$ cat config.mk
export PLATFORM = sky130hd
export DESIGN_NAME = ecr_back
export DESIGN_NICKNAME = d
export VERILOG_FILES = /design/src/rtl/ecr_pkg.sv /design/src/rtl/ecr_back.sv
export SDC_FILE = /design/constraint.sdc
export NUM_CORES = 1
export LEC_CHECK = 0
export BUFFER_PORTS_ARGS = -buffer_cell sky130_fd_sc_hd__buf_4
export CAP_MARGIN = 20
export CORE_AREA = 10 10 130 132
export CTS_CLUSTER_SIZE = 28
export DETAILED_ROUTE_END_ITERATION = 10
export DIE_AREA = 0 0 140 142
export GPL_ROUTABILITY_DRIVEN = 0
export PLACE_DENSITY = 0.72
export SYNTH_ARGS = -nofsm -noshare
export SYNTH_HDL_FRONTEND = slang
export SYNTH_SLANG_ARGS = --single-unit
$ cat constraint.sdc
create_clock -name clk -period 4.3 [get_ports clk]
set_clock_uncertainty 0.1 [all_clocks]
set_input_delay 0.645 -clock clk [delete_from_list [all_inputs] [get_ports clk]]
set_output_delay 0.645 -clock clk [all_outputs]
set_load 0.05 [all_outputs]
$ cat src/rtl/ecr_pkg.sv
// Shared types and constants for the elastic collision response block.
package ecr_pkg;

	// Field widths of one colliding pair and of one response.
	localparam int unsigned VEL_W  = 16;
	localparam int unsigned POS_W  = 24;
	localparam int unsigned MASS_W = 16;

	// Velocity components handled side by side: first x, first y, second x, second y.
	localparam int unsigned LANES = 4;
	localparam int unsigned LANE_FIRST_X  = 0;
	localparam int unsigned LANE_FIRST_Y  = 1;
	localparam int unsigned LANE_SECOND_X = 2;
	localparam int unsigned LANE_SECOND_Y = 3;

	// Arithmetic widths of the collision formula.
	localparam int unsigned DIFF_W = MASS_W + 1;          // signed mass difference
	localparam int unsigned SUM_W  = MASS_W + 1;          // unsigned mass sum
	localparam int unsigned PROD_W = VEL_W + DIFF_W;      // velocity times mass
	localparam int unsigned NUM_W  = PROD_W + 1;          // numerator
	localparam int unsigned REM_W  = NUM_W - 1;           // numerator magnitude
	localparam int unsigned QUO_W  = VEL_W;               // quotient bits produced
	localparam int unsigned DV_W   = VEL_W + 1;           // velocity difference
	localparam int unsigned DP_W   = POS_W + 1;           // position difference
	localparam int unsigned DOTP_W = DV_W + DP_W;         // one dot product term
	localparam int unsigned DOT_W  = DOTP_W + 1;          // full dot product

	// Saturation limits of a signed velocity.
	localparam logic [VEL_W-1:0] VEL_MAX = {1'b0, {(VEL_W-1){1'b1}}};
	localparam logic [VEL_W-1:0] VEL_MIN = {1'b1, {(VEL_W-1){1'b0}}};

	// One colliding pair.
	typedef struct packed {
		logic signed [VEL_W-1:0]  first_vel_x;
		logic signed [VEL_W-1:0]  first_vel_y;
		logic signed [VEL_W-1:0]  second_vel_x;
		logic signed [VEL_W-1:0]  second_vel_y;
		logic signed [POS_W-1:0]  first_pos_x;
		logic signed [POS_W-1:0]  first_pos_y;
		logic signed [POS_W-1:0]  second_pos_x;
		logic signed [POS_W-1:0]  second_pos_y;
		logic        [MASS_W-1:0] first_mass;
		logic        [MASS_W-1:0] second_mass;
	} ecr_pair_t;

	// One collision response.
	typedef struct packed {
		logic signed [VEL_W-1:0] first_new_vel_x;
		logic signed [VEL_W-1:0] first_new_vel_y;
		logic signed [VEL_W-1:0] second_new_vel_x;
		logic signed [VEL_W-1:0] second_new_vel_y;
		logic                    response_applied;
	} ecr_resp_t;

	// Division state of one velocity component.
	typedef struct packed {
		logic [REM_W-1:0] rem;
		logic [QUO_W-1:0] quo;
		logic             neg;
		logic             ovf;
	} ecr_lane_t;

	// Item traveling through the divider pipeline.
	typedef struct packed {
		ecr_lane_t [LANES-1:0]            lane;
		logic [SUM_W-1:0]                 sum;
		logic                             applied;
		logic [LANES-1:0][VEL_W-1:0]      vel;
	} ecr_div_t;

endpackage

$ cat src/rtl/ecr_back.sv
// Final stage: sign, saturation, pass-through select and the output register.
module ecr_back import ecr_pkg::*; (
	input  logic      clk,
	input  logic      arst_n,
	input  logic      in_valid,
	input  ecr_div_t  in_item,
	input  logic      out_ready,
	output logic      en,
	output logic      out_valid,
	output ecr_resp_t out_data
);

	logic      resp_valid_q;
	ecr_resp_t resp_q;
	logic [LANES-1:0][VEL_W-1:0] vel;

	// The whole pipeline moves when the output register is empty or being taken.
	assign en = !resp_valid_q || out_ready;

	// Signed, saturated quotients, or the original velocities when no response applies.
	always_comb begin
		logic [QUO_W-1:0] q;
		logic             sat;
		for (int k = 0; k < LANES; k++) begin
			q = in_item.lane[k].quo;
			if (in_item.lane[k].neg) begin
				sat = in_item.lane[k].ovf || (q[QUO_W-1] && (q[QUO_W-2:0] != '0));
			end else begin
				sat = in_item.lane[k].ovf || q[QUO_W-1];
			end
			if (!in_item.applied) begin
				vel[k] = in_item.vel[k];
			end else if (sat) begin
				vel[k] = in_item.lane[k].neg ? VEL_MIN : VEL_MAX;
			end else begin
				vel[k] = in_item.lane[k].neg ? VEL_W'(-q) : VEL_W'(q);
			end
		end
	end

	always_ff @(posedge clk or negedge arst_n) begin
		if (!arst_n) begin
			resp_valid_q <= 1'b0;
		end else if (en) begin
			resp_valid_q <= in_valid;
		end
	end

	always_ff @(posedge clk) begin
		if (en) begin
			resp_q.first_new_vel_x  <= vel[LANE_FIRST_X];
			resp_q.first_new_vel_y  <= vel[LANE_FIRST_Y];
			resp_q.second_new_vel_x <= vel[LANE_SECOND_X];
			resp_q.second_new_vel_y <= vel[LANE_SECOND_Y];
			resp_q.response_applied <= in_item.applied;
		end
	end

	assign out_valid = resp_valid_q;
	assign out_data  = resp_q;

endmodule

======== Yosys cells after proc, flatten, opt, wreduce, memory -nomap -nowiden ========
Cells that the tools add are included.
cells by class
  bitwise logic cells ..................... 0
  reduce and logical (&&, ||, !) cells .... 18
  multiply operators ...................... 0
  $add $sub $neg .......................... 4
  shift-type cells ........................ 0
  equal/unequal tests ..................... 0
  mux-type cells .......................... 20
  magnitude comparators ................... 0
  div/mod/pow operators ................... 0
operators with widths
  operator            number
  $mux 16             16
  $neg 16->16         4
  $reduce_bool 15->1  4
  $logic_or 1x1->1    9
  $logic_and 1x1->1   4
  $mux 1              4
  $logic_not 1->1     1
storage, ports and cells
  memory bits (read-only) ................. 0
  memories kept ........................... 0
  latch bits .............................. 0
  bits in writable memories ............... 0
  input port bits ......................... 290
  logic and storage cells ................. 48
  output and inout bits ................... 67
  bits in registers ....................... 66

======== Longest topological paths before layout ========
  word-level depth ........................ 6
  mapped depth ............................ 8
  mapped depth without buffers ............ 7

======== Least setup slack after synthesis ========
Ideal clock, no wire load.
  kind .................................... input to output
  start ................................... input out_ready
  end ..................................... output en
  cell stages on the path ................. 1
  arrival time ............................ 2607 ps
  path slack .............................. 948 ps
  required time ........................... 3555 ps
  buffers on the path ..................... 0
  cell sequence ........................... nand2b_1
on the way
  word-level cells in the longest chain between the ends .. 1
RTL lines
  what              line            source
  start, declared   ecr_back.sv:7   input logic out_ready,
  $logic_or 1x1->1  ecr_back.sv:18  assign en = !resp_valid_q || out_ready;
  end, declared     ecr_back.sv:8   output logic en,
No other way between the ends.

==> run summary <==
Synth area leader: edfxtp_1
Tmin final: 2.75 ns
Worst Reg-to-Reg Cells: 2
Clk buf depth: 2
Worst Hold Depth: 2
Commonest cells after routing, fill and taps aside: buf_4 (210), nor2_1 (97), edfxtp_1 (65)
Overflow after GRT: 0
Largest cells by area after synthesis: edfxtp_1 (42%), nor2_1 (7.9%), a21oi_1 (5.2%), xnor2_1 (4.7%), o31ai_1 (2.3%)
First-pass DRT Iterations: 5
Ys async rst share: 1.52%
Share of cells above drive strength 1: 34.9%
Top fanout value on the critical path: 16
Synth Flop Type: edfxtp_1
Num CTS Buffers: 9
Clock tree sinks: 66
Overall power: 2.22 mW
Crit. End Element: register
Outcome: complete, no violations
Routed vias/inst: 5.36
CP delay by family, top: compound AO/OA/AOI/OAI gates
Later-pin clock latency in the skew report: 0.33 ns
Buf/Inv on CP: 2
CTS clk-pin slew, worst paths: 0.05 ns
Ant. Diodes: 0
Ys Warns: 0
Rows: 44
Max_cap viols: 0
Total negative slack: 0 ns
Vias: 4809
Slowest stage delay, CP: 0.75 ns
Final hold violations: 0
Leakage: 2.67 nW
Die Ht: 142 um
PwrDens: 335 nW/um^2
Worst VDD drop: 0.175 mV
Worst Setup Path Type: input pin to register
IO buf count: 207
Synth Instances: 514
Register area share after synthesis: 42.8%
Final Non-Filler Cells: 898
CTS root buffer: clkbuf_16
RSZ-0062 raised after global routing: false
Hold Path Class: input pin to register
Distinct cells, synth: 61
Syn_area_per_cell: 8.98 sq um
Die Wd: 140 um
Final worst-path cycle share: 64.0%
Slowest CP cell: o41ai_4
DRC: 0
Vias in the first global route: 4716
Starting Density: 32.3%
Number of synthesized flops with an enable pin: 65
Max-Slew Margin vs Limit: 38.4%
Synth Cell Area: 4620 sq um
FF+latch count, synth: 66
Initial antenna violation count: 1
Max-slew violations: 0
Total nets after synthesis: 808
ANT nets after route: 0
Fmax: 363 MHz
CTS tree: built
1st-iter DRT viols: 456
Placed insts: 881
Post-CTS resize count: 0
Signal arrival time at the worst endpoint: 2.80 ns
First-pass GRT wire length: 25.7 mm
Top cell type's share of synthesized area: 42.3%
Largest net degree at the start of global routing: 42
Ports: 357
Total GRT Usage: 15.8%
Total wire length: 16.4 mm
Startpoint types: input pin
Worst path depth: 8
Worst path required time: 4.35 ns
Per-cell routed wire length: 18.3 um
Area Overhead vs Synth: 43.6%
Tightest Pin Transition: 0.923 ns
Commonest non-fill, non-tap cell in the layout: buf_4
Final setup vio count: 0
Die area: 19900 sq um
Postcts setup bufs: 0
H-tree depth: 3
CP cell instances: buf_4 -> inv_1 -> ha_1 -> nor3b_2 -> nand4_1 -> o41ai_4 -> a21oi_1 -> a311oi_1
Final #Nets: 1003
Core ar.: 14300 sq um
Post-DP HPWL: 12.9 mm
## kinds of logic after synthesis
| group | Yosys count | share of synthesized area, % |
|---|---|---|
| AO/OA/AOI/OAI | 158 | 23.7 |
| adder cells (fa/ha/maj) | 4 | 1.08 |
| XOR/XNOR | 33 | 6.26 |
| buffers and inverters | 45 | 3.68 |
| AND/OR/NAND/NOR | 203 | 21.3 |
| flip-flops | 66 | 42.8 |
| multiplexers | 5 | 1.14 |
## timing repair
item | CTS | global route
endpoints found under the setup margin | 0 | 0
hold endpoints to repair | 1 | 0
hold buffers | 1 | 0
## worst paths after layout
kind                                               end  slack, ns             startpoint
worst max-delay path             out_data[2]$_DFFE_PP_       1.55           in_item[238]
worst min-delay path             out_valid$_DFFE_PN0P_       0.41               in_valid
worst max register to register  out_data[17]$_DFFE_PP_       2.47  out_valid$_DFFE_PN0P_
worst min register to register  out_data[23]$_DFFE_PP_       0.80  out_valid$_DFFE_PN0P_
max in group asynchronous        out_valid$_DFFE_PN0P_       3.50                 arst_n
min in group asynchronous        out_valid$_DFFE_PN0P_       0.52                 arst_n
## flip-flops by register name (all words and copies together), names as in the netlist
register   count
out_data      65
out_valid      1
## stage by stage
stage / utilization [%] / worst slack (ns) / area [sq um] / hold slack (ns)
detailed placement: 44.2 / 1.21 / 6330 / 0.321
floorplan: - / 0.948 / 4620 / 0.249
global route: 46.3 / 1.26 / 6630 / 0.405
global placement: 44.2 / 1.21 / 6330 / 0.321
finish: 46.3 / 1.55 / 6630 / 0.412
CTS: 46.3 / 1.56 / 6630 / 0.389
## layout make-up
class / count / area (sq um)
timing repair buffer: 211 / 1590
tap: 184 / 230
sequential: 66 / 1980
clock buffer: 13 / 250
fill: 1403 / 7680
inverter: 18 / 67.6
multi-input combinational: 403 / 2480
clock inverter: 3 / 40.0
## metal layers
| metal | vias up | GRT usage [%] | routed length [um] |
|---|---|---|---|
| met5 | - | 0 | 17 |
| met4 | 2 | 4.46 | 212 |
| met3 | 20 | 7.48 | 1980 |
| met2 | 248 | 23.6 | 7230 |
| met1 | 2205 | 20.1 | 6990 |
| li1 | 2334 | - | - |
## Yosys cell counts (9+ instances only)
cell	number
a21oi_1	48
a211oi_1	13
o2bb2ai_1	9
nor2_1	97
xnor2_1	25
inv_1	18
nor3_1	20
clkbuf_1	22
nand2_1	26
o31ai_1	14
o21ai_0	20
edfxtp_1	65
## worst reg2reg max path, stage by stage, from the launching register on
cell and delay (ns):
dfrtp_1 0.40, nand2b_4 0.34, buf_4 0.58
## power breakdown
part           total [mW]  internal, mW  switching [mW]  leakage (nW)
logic               0.691         0.248           0.443          1.87
registers           0.805         0.787          0.0179         0.661
clock network       0.728         0.463           0.265         0.144
total                2.22          1.50           0.726          2.67
(Power assumes the default switching activity.)
